[src/design/wcpd_pkg.sv]
// Shared constants and types for the weighted-checksum packet deframer.
// No dependencies; used by wcpd_ctrl, wcpd_dp, the top level and the checker.
package wcpd_pkg;

   // default frame store depth
   localparam int MAX_FRAME_DEF = 32;

   // frame overhead: length byte, sequence byte, checksum byte
   localparam int MIN_OVERHEAD = 3;

   // register port byte address of end_marker
   localparam logic [1:0] REG_END_MARKER = 2'd0;

   // result status codes
   localparam logic [2:0] ST_OK       = 3'd0;
   localparam logic [2:0] ST_SHORT    = 3'd1;
   localparam logic [2:0] ST_LENGTH   = 3'd2;
   localparam logic [2:0] ST_CHECKSUM = 3'd3;
   localparam logic [2:0] ST_OVERFLOW = 3'd4;

   // controller -> datapath
   typedef struct packed {
      logic take_byte;   // accept a non-marker byte
      logic clear;       // close frame: count, sum, overflow flag to zero
      logic idx_load;    // start drain at the sequence byte
      logic idx_inc;     // step drain index
      logic mem_rd;      // read frame store at drain index
      logic load_err;    // load an error result into the output register
      logic load_data;   // load a payload result into the output register
   } cmd_type;

   // datapath -> controller
   typedef struct packed {
      logic is_marker;   // incoming byte equals the end marker
      logic frame_ok;    // closed frame passes all checks
      logic drain_last;  // drain index is at the final payload byte
      logic out_free;    // output register can take a result this cycle
   } sts_type;

endpackage

[src/design/wcpd_ctrl.sv]
// Controller state machine for the deframer.
// Depends on wcpd_pkg (command and status structs).
module wcpd_ctrl (
   input  logic              clock,
   input  logic              reset,
   input  logic              req_valid,
   output logic              req_stall,
   input  wcpd_pkg::sts_type sts,
   output wcpd_pkg::cmd_type cmd
);

   localparam logic [1:0] S_IDLE = 2'd0;
   localparam logic [1:0] S_EVAL = 2'd1;
   localparam logic [1:0] S_RD   = 2'd2;
   localparam logic [1:0] S_EMIT = 2'd3;

   logic [1:0] state_ff;
   logic [1:0] state_in;

   always_comb begin
      state_in  = state_ff;
      cmd       = '0;
      req_stall = 1'b1;
      case (state_ff)
         S_IDLE: begin
            req_stall = 1'b0;
            if (req_valid) begin
               if (sts.is_marker) begin
                  state_in = S_EVAL;
               end else begin
                  cmd.take_byte = 1'b1;
               end
            end
         end
         S_EVAL: begin
            if (sts.frame_ok) begin
               cmd.idx_load = 1'b1;
               state_in     = S_RD;
            end else if (sts.out_free) begin
               cmd.load_err = 1'b1;
               cmd.clear    = 1'b1;
               state_in     = S_IDLE;
            end
         end
         S_RD: begin
            cmd.mem_rd = 1'b1;
            state_in   = S_EMIT;
         end
         S_EMIT: begin
            if (sts.out_free) begin
               cmd.load_data = 1'b1;
               if (sts.drain_last) begin
                  cmd.clear = 1'b1;
                  state_in  = S_IDLE;
               end else begin
                  cmd.idx_inc = 1'b1;
                  state_in    = S_RD;
               end
            end
         end
         default: begin
            state_in = S_IDLE;
         end
      endcase
   end

   always_ff @(posedge clock) begin
      if (reset) begin
         state_ff <= S_IDLE;
      end else begin
         state_ff <= state_in;
      end
   end

endmodule

[src/design/wcpd_dp.sv]
// Datapath: frame store memory, count, running checksum, frame checks, output register.
// Depends on wcpd_pkg (codes, command and status structs).
module wcpd_dp #(
   parameter int MAX_FRAME = wcpd_pkg::MAX_FRAME_DEF
) (
   input  logic              clock,
   input  logic              reset,
   input  logic [7:0]        req_rx_byte,
   input  logic [7:0]        end_marker,
   input  wcpd_pkg::cmd_type cmd,
   output wcpd_pkg::sts_type sts,
   output logic              rsp_valid,
   input  logic              rsp_stall,
   output logic [7:0]        rsp_out_byte,
   output logic [2:0]        rsp_status,
   output logic              rsp_last
);

   localparam int CNT_W  = $clog2(MAX_FRAME + 1);
   localparam int ADDR_W = $clog2(MAX_FRAME);

   logic [7:0]        mem [MAX_FRAME];
   logic [7:0]        rd_data_ff;

   logic [CNT_W-1:0]  count_ff, count_in;
   logic [7:0]        sum_ff, sum_in;
   logic              ovf_ff, ovf_in;
   logic [7:0]        len_ff;
   logic [7:0]        tail_ff;
   logic [CNT_W-1:0]  idx_ff, idx_in;

   logic              rsp_valid_ff, rsp_valid_in;
   logic [7:0]        out_byte_ff;
   logic [2:0]        out_status_ff;
   logic              out_last_ff;

   logic              full;
   logic              store;
   logic [CNT_W-1:0]  count_next;
   logic [15:0]       add_prod;
   logic [15:0]       tail_prod;
   logic [7:0]        net_sum;
   logic [8:0]        want_count;
   logic [2:0]        err_code;

   assign full       = (count_ff == CNT_W'(MAX_FRAME));
   assign store      = cmd.take_byte && !full;
   assign count_next = count_ff + CNT_W'(1);
   assign add_prod   = req_rx_byte * 8'(count_next);

   // take back the checksum byte's own share
   assign tail_prod  = tail_ff * 8'(count_ff);
   assign net_sum    = sum_ff - tail_prod[7:0];
   assign want_count = {1'b0, len_ff} + 9'(wcpd_pkg::MIN_OVERHEAD);

   always_comb begin
      if (ovf_ff) begin
         err_code = wcpd_pkg::ST_OVERFLOW;
      end else if (count_ff <= CNT_W'(wcpd_pkg::MIN_OVERHEAD)) begin
         err_code = wcpd_pkg::ST_SHORT;
      end else if (want_count != 9'(count_ff)) begin
         err_code = wcpd_pkg::ST_LENGTH;
      end else if (net_sum != tail_ff) begin
         err_code = wcpd_pkg::ST_CHECKSUM;
      end else begin
         err_code = wcpd_pkg::ST_OK;
      end
   end

   always_comb begin
      count_in = count_ff;
      sum_in   = sum_ff;
      ovf_in   = ovf_ff;
      if (cmd.clear) begin
         count_in = '0;
         sum_in   = '0;
         ovf_in   = 1'b0;
      end else if (cmd.take_byte) begin
         if (full) begin
            ovf_in = 1'b1;
         end else begin
            count_in = count_next;
            sum_in   = sum_ff + add_prod[7:0];
         end
      end
   end

   always_comb begin
      idx_in = idx_ff;
      if (cmd.idx_load) begin
         idx_in = CNT_W'(1);
      end else if (cmd.idx_inc) begin
         idx_in = idx_ff + CNT_W'(1);
      end
   end

   assign rsp_valid_in = (cmd.load_err || cmd.load_data) || (rsp_valid_ff && rsp_stall);

   assign sts.is_marker  = (req_rx_byte == end_marker);
   assign sts.frame_ok   = (err_code == wcpd_pkg::ST_OK);
   assign sts.drain_last = (({1'b0, idx_ff} + (CNT_W+1)'(2)) == {1'b0, count_ff});
   assign sts.out_free   = !rsp_valid_ff || !rsp_stall;

   // frame store
   always_ff @(posedge clock) begin
      if (store) begin
         mem[count_ff[ADDR_W-1:0]] <= req_rx_byte;
      end
      if (cmd.mem_rd) begin
         rd_data_ff <= mem[idx_ff[ADDR_W-1:0]];
      end
   end

   always_ff @(posedge clock) begin
      if (reset) begin
         count_ff     <= '0;
         sum_ff       <= '0;
         ovf_ff       <= 1'b0;
         idx_ff       <= '0;
         rsp_valid_ff <= 1'b0;
      end else begin
         count_ff     <= count_in;
         sum_ff       <= sum_in;
         ovf_ff       <= ovf_in;
         idx_ff       <= idx_in;
         rsp_valid_ff <= rsp_valid_in;
      end
   end

   // header and tail copies, no reset
   always_ff @(posedge clock) begin
      if (store) begin
         tail_ff <= req_rx_byte;
         if (count_ff == '0) begin
            len_ff <= req_rx_byte;
         end
      end
   end

   always_ff @(posedge clock) begin
      if (cmd.load_err) begin
         out_byte_ff   <= '0;
         out_status_ff <= err_code;
         out_last_ff   <= 1'b1;
      end else if (cmd.load_data) begin
         out_byte_ff   <= rd_data_ff;
         out_status_ff <= wcpd_pkg::ST_OK;
         out_last_ff   <= sts.drain_last;
      end
   end

   assign rsp_valid    = rsp_valid_ff;
   assign rsp_out_byte = out_byte_ff;
   assign rsp_status   = out_status_ff;
   assign rsp_last     = out_last_ff;

endmodule

[src/design/weighted_checksum_packet_deframer.sv]
// Top level of the weighted-checksum packet deframer: APB register, controller, datapath.
// Depends on wcpd_pkg, wcpd_ctrl and wcpd_dp.
//
// Receives one serial byte per request. Bytes other than end_marker are stored
// in a MAX_FRAME-deep frame store and folded into an 8-bit checksum
// (byte times position, from 1); such bytes are taken back to back. Bytes past
// MAX_FRAME are dropped and mark the frame as overflowed. The end marker closes
// the frame: it is checked (overflow, then too short, then length byte + 3 !=
// count, then checksum), after which a bad frame yields one error result
// (out_byte 0, last 1) and a good frame yields the sequence byte and the
// payload, last set on the final one. Each good result takes a frame store
// read, then the output register load. Requests are stalled from the end
// marker until the last result is loaded. The output register lets new
// requests in while the final result waits. end_marker is written at address
// 0 of the register port and resets to 0.
module weighted_checksum_packet_deframer #(
   parameter int MAX_FRAME = wcpd_pkg::MAX_FRAME_DEF
) (
   input  logic        clock,
   input  logic        reset,
   // request channel
   input  logic        req_valid,
   output logic        req_stall,
   input  logic [7:0]  req_rx_byte,
   // result channel
   output logic        rsp_valid,
   input  logic        rsp_stall,
   output logic [7:0]  rsp_out_byte,
   output logic [2:0]  rsp_status,
   output logic        rsp_last,
   // register port
   input  logic        psel,
   input  logic        penable,
   input  logic        pwrite,
   input  logic [1:0]  paddr,
   input  logic [31:0] pwdata,
   output logic [31:0] prdata,
   output logic        pready
);

   wcpd_pkg::cmd_type cmd;
   wcpd_pkg::sts_type sts;

   logic [7:0] end_marker_ff;
   logic [7:0] end_marker_in;
   logic       csr_wr;

   // only the aligned word address 0 writes the register; reads return it at every address
   assign pready = 1'b1;
   assign csr_wr = psel && penable && pwrite && (paddr == wcpd_pkg::REG_END_MARKER);
   assign end_marker_in = csr_wr ? pwdata[7:0] : end_marker_ff;
   assign prdata = {24'd0, end_marker_ff};

   always_ff @(posedge clock) begin
      if (reset) begin
         end_marker_ff <= '0;
      end else begin
         end_marker_ff <= end_marker_in;
      end
   end

   wcpd_ctrl u_ctrl (
      .clock     (clock),
      .reset     (reset),
      .req_valid (req_valid),
      .req_stall (req_stall),
      .sts       (sts),
      .cmd       (cmd)
   );

   wcpd_dp #(
      .MAX_FRAME (MAX_FRAME)
   ) u_dp (
      .clock        (clock),
      .reset        (reset),
      .req_rx_byte  (req_rx_byte),
      .end_marker   (end_marker_ff),
      .cmd          (cmd),
      .sts          (sts),
      .rsp_valid    (rsp_valid),
      .rsp_stall    (rsp_stall),
      .rsp_out_byte (rsp_out_byte),
      .rsp_status   (rsp_status),
      .rsp_last     (rsp_last)
   );

endmodule

[config.mk]
export PLATFORM = sky130hd
export DESIGN_NAME = weighted_checksum_packet_deframer
export DESIGN_NICKNAME = d
export VERILOG_FILES = /design/src/design/wcpd_pkg.sv /design/src/design/wcpd_ctrl.sv /design/src/design/wcpd_dp.sv /design/src/design/weighted_checksum_packet_deframer.sv
export SDC_FILE = /design/constraint.sdc
export NUM_CORES = 1
export LEC_CHECK = 0
export ABC_AREA = 1
export BUFFER_PORTS_ARGS = -buffer_cell sky130_fd_sc_hd__buf_4
export CAP_MARGIN = 20
export CORE_MARGIN = 5
export CORE_UTILIZATION = 50
export CTS_CLUSTER_SIZE = 40
export DETAILED_ROUTE_END_ITERATION = 8
export GPL_ROUTABILITY_DRIVEN = 0
export PLACE_DENSITY = 0.69
export SYNTH_ARGS = -nofsm -noshare
export SYNTH_HDL_FRONTEND = slang
export SYNTH_SLANG_ARGS = --single-unit
[constraint.sdc]
create_clock -name clock -period 4.3 [get_ports clock]
set_input_delay 0.215 -clock clock [delete_from_list [all_inputs] [get_ports clock]]
set_output_delay 0.215 -clock clock [all_outputs]
set_load 0.005 [all_outputs]
# After elaboration in Yosys (flattened, before gate mapping)
# Memory sizes are Yosys's and may differ from the RTL's. A register that Yosys moved wholly into a read port is not among the register bits.
# Index checks and enable logic that the tools add are counted.
dict set report totals {
  register_bits 60
  ram_bits 256
  input_bits 49
  out_inout_bits 47
  wordCells 93
  n_memories 1
}
# name depth word_bits read_ports rd_clocked_by_memory_dff write_ports line
set memory_table {}
lappend memory_table {u_dp.mem 32 8 1 1 1 wcpd_dp.sv:22} ;# logic [7:0] mem [MAX_FRAME];
dict set report op_classes {
  addsub 6
  n_mul 2
  order_cmp 1
  n_eq_ne 12
  mux 34
  bitwise_logic 1
  n_reduce_logical 23
}
# operator count
set op_table {}
lappend op_table {{1-bit two-way mux} 20}
lappend op_table {{8-bit by 6-bit multiplier with 8-bit output} 2}
lappend op_table {{3-bit two-way mux} 5}
lappend op_table {{2-bit two-way mux} 7}
lappend op_table {{6-bit by 1-bit adder with 6-bit output (second input constant)} 2}
lappend op_table {{8-bit by 2-bit adder with 9-bit output (second input constant)} 1}
lappend op_table {{9-bit by 6-bit inequality test with 1-bit output} 1}
lappend op_table {{8-bit adder} 1}
lappend op_table {{8-bit == test} 1}
lappend op_table {{8-bit inequality test} 1}
lappend op_table {{2-bit case mux with 4 select lines} 1}
lappend op_table {{8-bit subtractor} 1}
lappend op_table {{6-bit by 2-bit adder with 7-bit output (second input constant)} 1}
lappend op_table {{7-bit by 6-bit == test with 1-bit output} 1}
lappend op_table {{6-bit == test (second input constant)} 1}
lappend op_table {{6-bit by 2-bit less-or-equal comparator with 1-bit output (second input constant)} 1}
lappend op_table {{6-bit zero test} 1}
lappend op_table {{2-bit inequality test (second input constant)} 3}
lappend op_table {{2-bit AND reduction} 3}
lappend op_table {{1-bit logical AND} 5}
lappend op_table {{2-bit == test (second input constant)} 2}
lappend op_table {{2-bit zero test} 2}
lappend op_table {{4-bit AND reduction} 1}
lappend op_table {{2-bit nonzero test} 2}
lappend op_table {{8 further kinds} 13}

# Logic depth before layout (Yosys ltp)
dict set report logic_depth {
  depth_word 12
  depth_mapped 28
  ltp_nobuf 25
}

# Cells and area by module
# Synthesis repeated with hierarchy kept, for this count alone.
dict set report hier_totals {
  cells_unflattened 1513
  area_unflattened_um2 15896.5
}
# mod n_inst cells_each area_per_inst_um2 seq_area_each_um2
set by_module_without_submodules {}
lappend by_module_without_submodules {wcpd_dp 1 1384 15054.4 9118.7}
lappend by_module_without_submodules {weighted_checksum_packet_deframer 1 85 583.1 160.2}
lappend by_module_without_submodules {wcpd_ctrl 1 44 259.0 40.0}

# Least setup slack after synthesis
# OpenSTA, ideal clock, no wires.
dict set report synth_path {
  kind {register -> register}
  from {register u_dp.count_ff[0]}
  to {register u_dp.out_status_ff[2], in the netlist u_dp.rsp_status[2] (data pin)}
  arrival_ps 4277
  t_required_ps 4050
  path_slack_ps -227
  path_stages_with_launch 25
  n_path_buf 2
  synth_period_minus_slack_ps 4527
  cell_sequence {dfxtp_1 buf_2 clkbuf_1 nand2_1 inv_1 fa_1 fa_1 fa_1 inv_1 fa_1 ha_1 nand2_1 inv_1 nand4_1 nand3_1 nand2_1 nand2_1 inv_1 nand4_1 nor2_2 nand4_4 nand2_4 clkinv_1 nand2_1 inv_1}
}
dict set report synth_between {
  elab_chain_cells 11
  elab_cells_between_ends 13
}
# element line
set synth_rtl {}
lappend synth_rtl {{start, declared} wcpd_dp.sv:25} ;# logic [CNT_W-1:0] count_ff, count_in;
lappend synth_rtl {{start signal, assigned} wcpd_dp.sv:122} ;# count_ff <= count_in;
lappend synth_rtl {{8-bit by 6-bit multiplier with 8-bit output} wcpd_dp.sv:52} ;# assign tail_prod = tail_ff * 8'(count_ff);
lappend synth_rtl {{8-bit subtractor} wcpd_dp.sv:53} ;# assign net_sum = sum_ff - tail_prod[7:0];
lappend synth_rtl {{8-bit inequality test} wcpd_dp.sv:63} ;# end else if (net_sum != tail_ff) begin
lappend synth_rtl {{2-bit two-way mux} wcpd_dp.sv:63}
lappend synth_rtl {{3-bit two-way mux} wcpd_dp.sv:61} ;# end else if (want_count != 9'(count_ff)) begin
lappend synth_rtl {{3-bit two-way mux (*)} wcpd_dp.sv:59} ;# end else if (count_ff <= CNT_W'(wcpd_pkg::MIN_OVERHEAD)) begin
lappend synth_rtl {{3-bit two-way mux (*)} wcpd_dp.sv:57} ;# if (ovf_ff) begin
lappend synth_rtl {{3-bit zero test} wcpd_dp.sv:100} ;# assign sts.frame_ok = (err_code == wcpd_pkg::ST_OK);
lappend synth_rtl {{1-bit two-way mux} wcpd_ctrl.sv:36} ;# if (sts.frame_ok) begin
lappend synth_rtl {{1-bit two-way mux} wcpd_ctrl.sv:24} ;# case (state_ff)
lappend synth_rtl {{3-bit two-way mux (*)} wcpd_dp.sv:141} ;# if (cmd.load_err) begin
lappend synth_rtl {{end signal, assigned} wcpd_dp.sv:143} ;# out_status_ff <= err_code;
lappend synth_rtl {{end signal, assigned} wcpd_dp.sv:147} ;# out_status_ff <= wcpd_pkg::ST_OK;
lappend synth_rtl {{end, declared} wcpd_dp.sv:34} ;# logic [2:0] out_status_ff;
# Mark *: on every way between the ends. The rest lies on a longest branch, timed or not.
# A chain may end at the register's enable or synchronous reset.

# Worst setup path in the final report
dict set report layout_path {
  from {register u_dp.tail_ff[4]}
  to {register u_dp.count_ff[2]}
}
dict set report layout_between {
  elab_chain_cells 11
}
# element line
set layout_rtl {}
lappend layout_rtl {{start, declared} wcpd_dp.sv:29} ;# logic [7:0] tail_ff;
lappend layout_rtl {{start signal, assigned} wcpd_dp.sv:133} ;# tail_ff <= req_rx_byte;
lappend layout_rtl {{8-bit by 6-bit multiplier with 8-bit output} wcpd_dp.sv:52}
lappend layout_rtl {{8-bit subtractor} wcpd_dp.sv:53}
lappend layout_rtl {{8-bit inequality test (*)} wcpd_dp.sv:63}
lappend layout_rtl {{2-bit two-way mux (*)} wcpd_dp.sv:63}
lappend layout_rtl {{3-bit two-way mux (*)} wcpd_dp.sv:61}
lappend layout_rtl {{3-bit two-way mux (*)} wcpd_dp.sv:59}
lappend layout_rtl {{3-bit two-way mux (*)} wcpd_dp.sv:57}
lappend layout_rtl {{3-bit zero test (*)} wcpd_dp.sv:100}
lappend layout_rtl {{1-bit two-way mux (*)} wcpd_ctrl.sv:36}
lappend layout_rtl {{1-bit case mux with 2 select lines (*)} wcpd_ctrl.sv:24}
lappend layout_rtl {{2-bit OR reduction (no line) (*)} --}
# Marks and branches as above.

==> out/metrics.csv <==
metric,value,unit
leakage power,0.00725,µW
final setup fails,37,
CTS Buffer Depth,3,
flop and latch count out of synthesis,324,
Worst Hold Launch,req_rx_byte[0],
Stages on worst setup path,24,
post-placement cell count,1958,
pin count of the biggest net entering global routing,97,
Post-Synth Simple-Gate Area,14.1,%
R2R Path End,u_dp.count_ff[2],
Syn Area/Cell,10.6,µm²
sequential area share after synthesis,59.0,%
global-route usage over all layers,21.7,%
# port buffers,46,
yosys warns,0,
critical path peak fanout,10,
Non-Filler Instances,2035,
largest family of logic cells by synthesized area,simple AND/OR/NAND/NOR gates,
max incr delay on CP,0.55,ns
critical path buffer and inverter count,6,
Synth Area in Adders,7.47,%
Max VDD drop,0.000388,V
antenna violations before repair,0,
vias per cell,5.54,
number of synthesized flops with an enable pin,283,
CTS sink count,324,
post-synthesis mux area share,0.0633,%
FF-to-FF path depth,24,
Cell Pwr Density,445,nW/µm²
xor and xnor area share after synthesis,2.97,%
max_cap viols,0,
startpoint types,register,
Die Ht,188,µm
clk_skew,0.0170,ns
nets@finish,1732,
Hold Path End,u_dp.mem[28][0],
post-DP HPWL,25600,µm
vias in the first global route,10800,
grt ovf,0,
first-pass GRT wire length,60200,µm
Die Wd,188,µm
Max Fclk,222,MHz
run status,"complete, but fails checks",
Post-Syn Instances,1497,
"leading cell types in the layout, fill and taps excluded","283 x edfxtp_1, 215 x nor2_1, 205 x nand2_1, 159 x o21ai_0, 138 x inv_1",
fillers,2602,
CTS tree,yes,
die footprint,35300,µm²
Num CTS Buffers,34,
DR WL/cell,19.3,µm
share of layout cells above drive strength 1,15.9,%
I/O pin count,96,
DR iter-0 viols,997,
detailed-route DRC error count,0,
number of H-tree levels,2,
ANT cells,0,
initial cell density of the core,50.4,%
failing checks,negative setup slack,
min Tclk post-route,4.50,ns
Critical Path End Type,register,
Root Driver,clkbuf_16,
cells along the critical path,nand2_1 > inv_2 > fa_1 > fa_1 > fa_1 > inv_2 > fa_1 > ha_4 > nand2_2 > inv_2 > nand4_1 > nand3_1 > nand2_1 > nand2_1 > inv_1 > nand4_1 > nor2_4 > nand4_4 > nand2_4 > nand2_4 > nor2_4 > inv_2 > buf_12 > nor2_2,
area of the mapped netlist,15800,µm²
Final WS setup,-0.196,ns
Skew-Pair Late Insertion Delay,0.51,ns
routed wire length,39200,µm
Hold WC Path Type,in2reg,
hold depth,1,
post-synthesis cell type count,48,
CP required,4.73,ns
Setup WS pre-CTS,-0.331,ns
Multi-input gate area,5670,µm²
post-route clock period utilization,105,%
WP data arrival,4.93,ns
Core Footprint,31400,µm²
headroom to the max-slew limit,27.3,%
r2r setup slk,-0.20,ns
DR pass1 iterations,6,
"most common cell after layout, fill and taps aside",edfxtp_1,
Final Hold Viols,0,
flip-flop cell with the highest count after synthesis,edfxtp_1,
Area Overhead vs Synth,16.1,%
Critical-path top delay cell,fa_1,
RSZ-0062 raised after global routing,true,
Register Area,9340,µm²
Antenna Nets Post-Route,0,
"CTS clk-pin slew, worst paths",0.06,ns
final core utilization,58.5,%
"FFs w/ async S/R, synth",0,%
Slew Limit Fails,0,
Synth Area in Compound Gates,9.67,%
Top Family by Delay on Critical Path,adder cells,
via count,11300,
Slew @ Worst Pin,1.09,ns
R2R Path Start,u_dp.tail_ff[4],
WS Path Type,reg2reg,
Row Count,65,
[layout make-up]
type	count	area share, %
Sequential cell	324	50.9
Timing Repair Buffer	149	6.43
Clock buffer	45	5.19
Inverter	151	3.11
Tap cell	402	2.74
Clock inverter	15	0.804
Multi-Input combinational cell	949	30.9
[sequential cells by signal (all words and copies together), names as in the netlist, 2 cells and up]
signal / cells
u_dp.rsp_out_byte: 8
u_ctrl.state_ff: 2
u_dp.sum_ff: 8
u_dp.idx_ff: 6
end_marker_ff: 8
u_dp.count_ff: 6
u_dp.tail_ff: 8
u_dp.rsp_status: 3
u_dp.rd_data_ff: 8
u_dp.len_ff: 8
u_dp.mem: 256
[through the flow]
step                      setup TNS [ns]  area, µm²  power (µW)  hold slack [ns]
after detailed placement          -10.39      16900        5170            0.446
after global routing              -11.41      18400        8570           0.0337
after global placement             -5.87      16900        5130            0.440
after CTS                          -3.53      18200        8110           0.0359
final                              -4.67      18400        8170           0.0469
after floorplan                        0      15900        4710            0.284
[Yosys cell counts, types with 2 or more instances]
| master | instances | area (µm²) |
|---|---|---|
| a21oi_1 | 24 | 120 |
| buf_1 | 2 | 7.51 |
| buf_2 | 9 | 45.0 |
| buf_4 | 25 | 188 |
| buf_6 | 5 | 56.3 |
| clkbuf_1 | 55 | 206 |
| clkinv_1 | 3 | 11.3 |
| conb_1 | 2 | 7.51 |
| dfxtp_1 | 41 | 821 |
| edfxtp_1 | 283 | 8500 |
| fa_1 | 34 | 681 |
| ha_1 | 40 | 500 |
| inv_1 | 144 | 541 |
| inv_2 | 4 | 15.0 |
| nand2_1 | 208 | 781 |
| nand2_2 | 4 | 25.0 |
| nand2_4 | 2 | 22.5 |
| nand3_1 | 46 | 230 |
| nand3b_1 | 3 | 22.5 |
| nand4_1 | 16 | 100 |
| nor2_1 | 219 | 822 |
| nor2_2 | 12 | 75.1 |
| nor3_1 | 5 | 25.0 |
| nor3b_1 | 2 | 15.0 |
| nor4_1 | 3 | 18.8 |
| o211ai_1 | 5 | 37.5 |
| o21a_1 | 4 | 30.0 |
| o21ai_0 | 161 | 806 |
| o21ai_1 | 4 | 20.0 |
| o221ai_1 | 27 | 236 |
| o22ai_1 | 37 | 231 |
| or2_2 | 3 | 18.8 |
| xnor2_1 | 15 | 131 |
| xor2_1 | 36 | 315 |
[worst register-to-register path: stages (launching register included)]
cell and delay, ns:
edfxtp_1 0.45, nand2_1 0.11, inv_2 0.04, fa_1 0.55, fa_1 0.45, fa_1 0.52, inv_2 0.04, fa_1 0.54
ha_4 0.22, nand2_2 0.07, inv_2 0.03, nand4_1 0.08, nand3_1 0.09, nand2_1 0.07, nand2_1 0.05, inv_1 0.04
nand4_1 0.15, nor2_4 0.22, nand4_4 0.12, nand2_4 0.11, nand2_4 0.06, nor2_4 0.12, inv_2 0.07, buf_12 0.15
nor2_2 0.08
[routing by layer]
metal,vias up,GRT usage [%],share of wire [%]
li1,5283,-,-
met2,410,36.6,49
met1,5506,29.7,42
met5,-,0,0
met3,65,3.74,6.9
met4,0,5.36,2.1
[report_power, final]
part	switching (µW)	internal, µW	leakage, µW
Sequential	63.1	3490	0.00289
Combinational	952	761	0.00381
Clock	1170	1740	0.000545
Total	2180	5990	0.00725
[worst max path at each step]
| stage | start | slack (ns) | end |
|---|---|---|---|
| finish | u_dp.tail_ff[4] | -0.20 | u_dp.count_ff[2] |
| global route | u_dp.tail_ff[3] | -0.37 | u_dp.sum_ff[7] |
| CTS | u_dp.tail_ff[4] | -0.15 | u_dp.count_ff[2] |
| detailed placement | u_dp.count_ff[0] | -0.33 | u_dp.sum_ff[7] |
| global placement | u_dp.count_ff[0] | -0.25 | u_dp.sum_ff[7] |
| floorplan | u_dp.tail_ff[1] | 0.002 | u_dp.count_ff[1] |
[timing repair]
action	CTS	global route
hold buffers	9	0
setup buffers	2	7
endpoints found under the setup margin	38	39
pin swaps	14	13
hold endpoints to repair	12	0
resized for setup	27	25
[cell families (layout without fill, tap and decap cells)]
logic type | after synthesis | after routing
simple gates | 529 | 529
xor+xnor | 52 | 52
buf+inv | 247 | 360
mux | 1 | 1
other cells | 2 | 25
compound gates | 268 | 268
fa+ha+maj | 74 | 74
flops | 324 | 324
(Power assumes the default switching activity.)
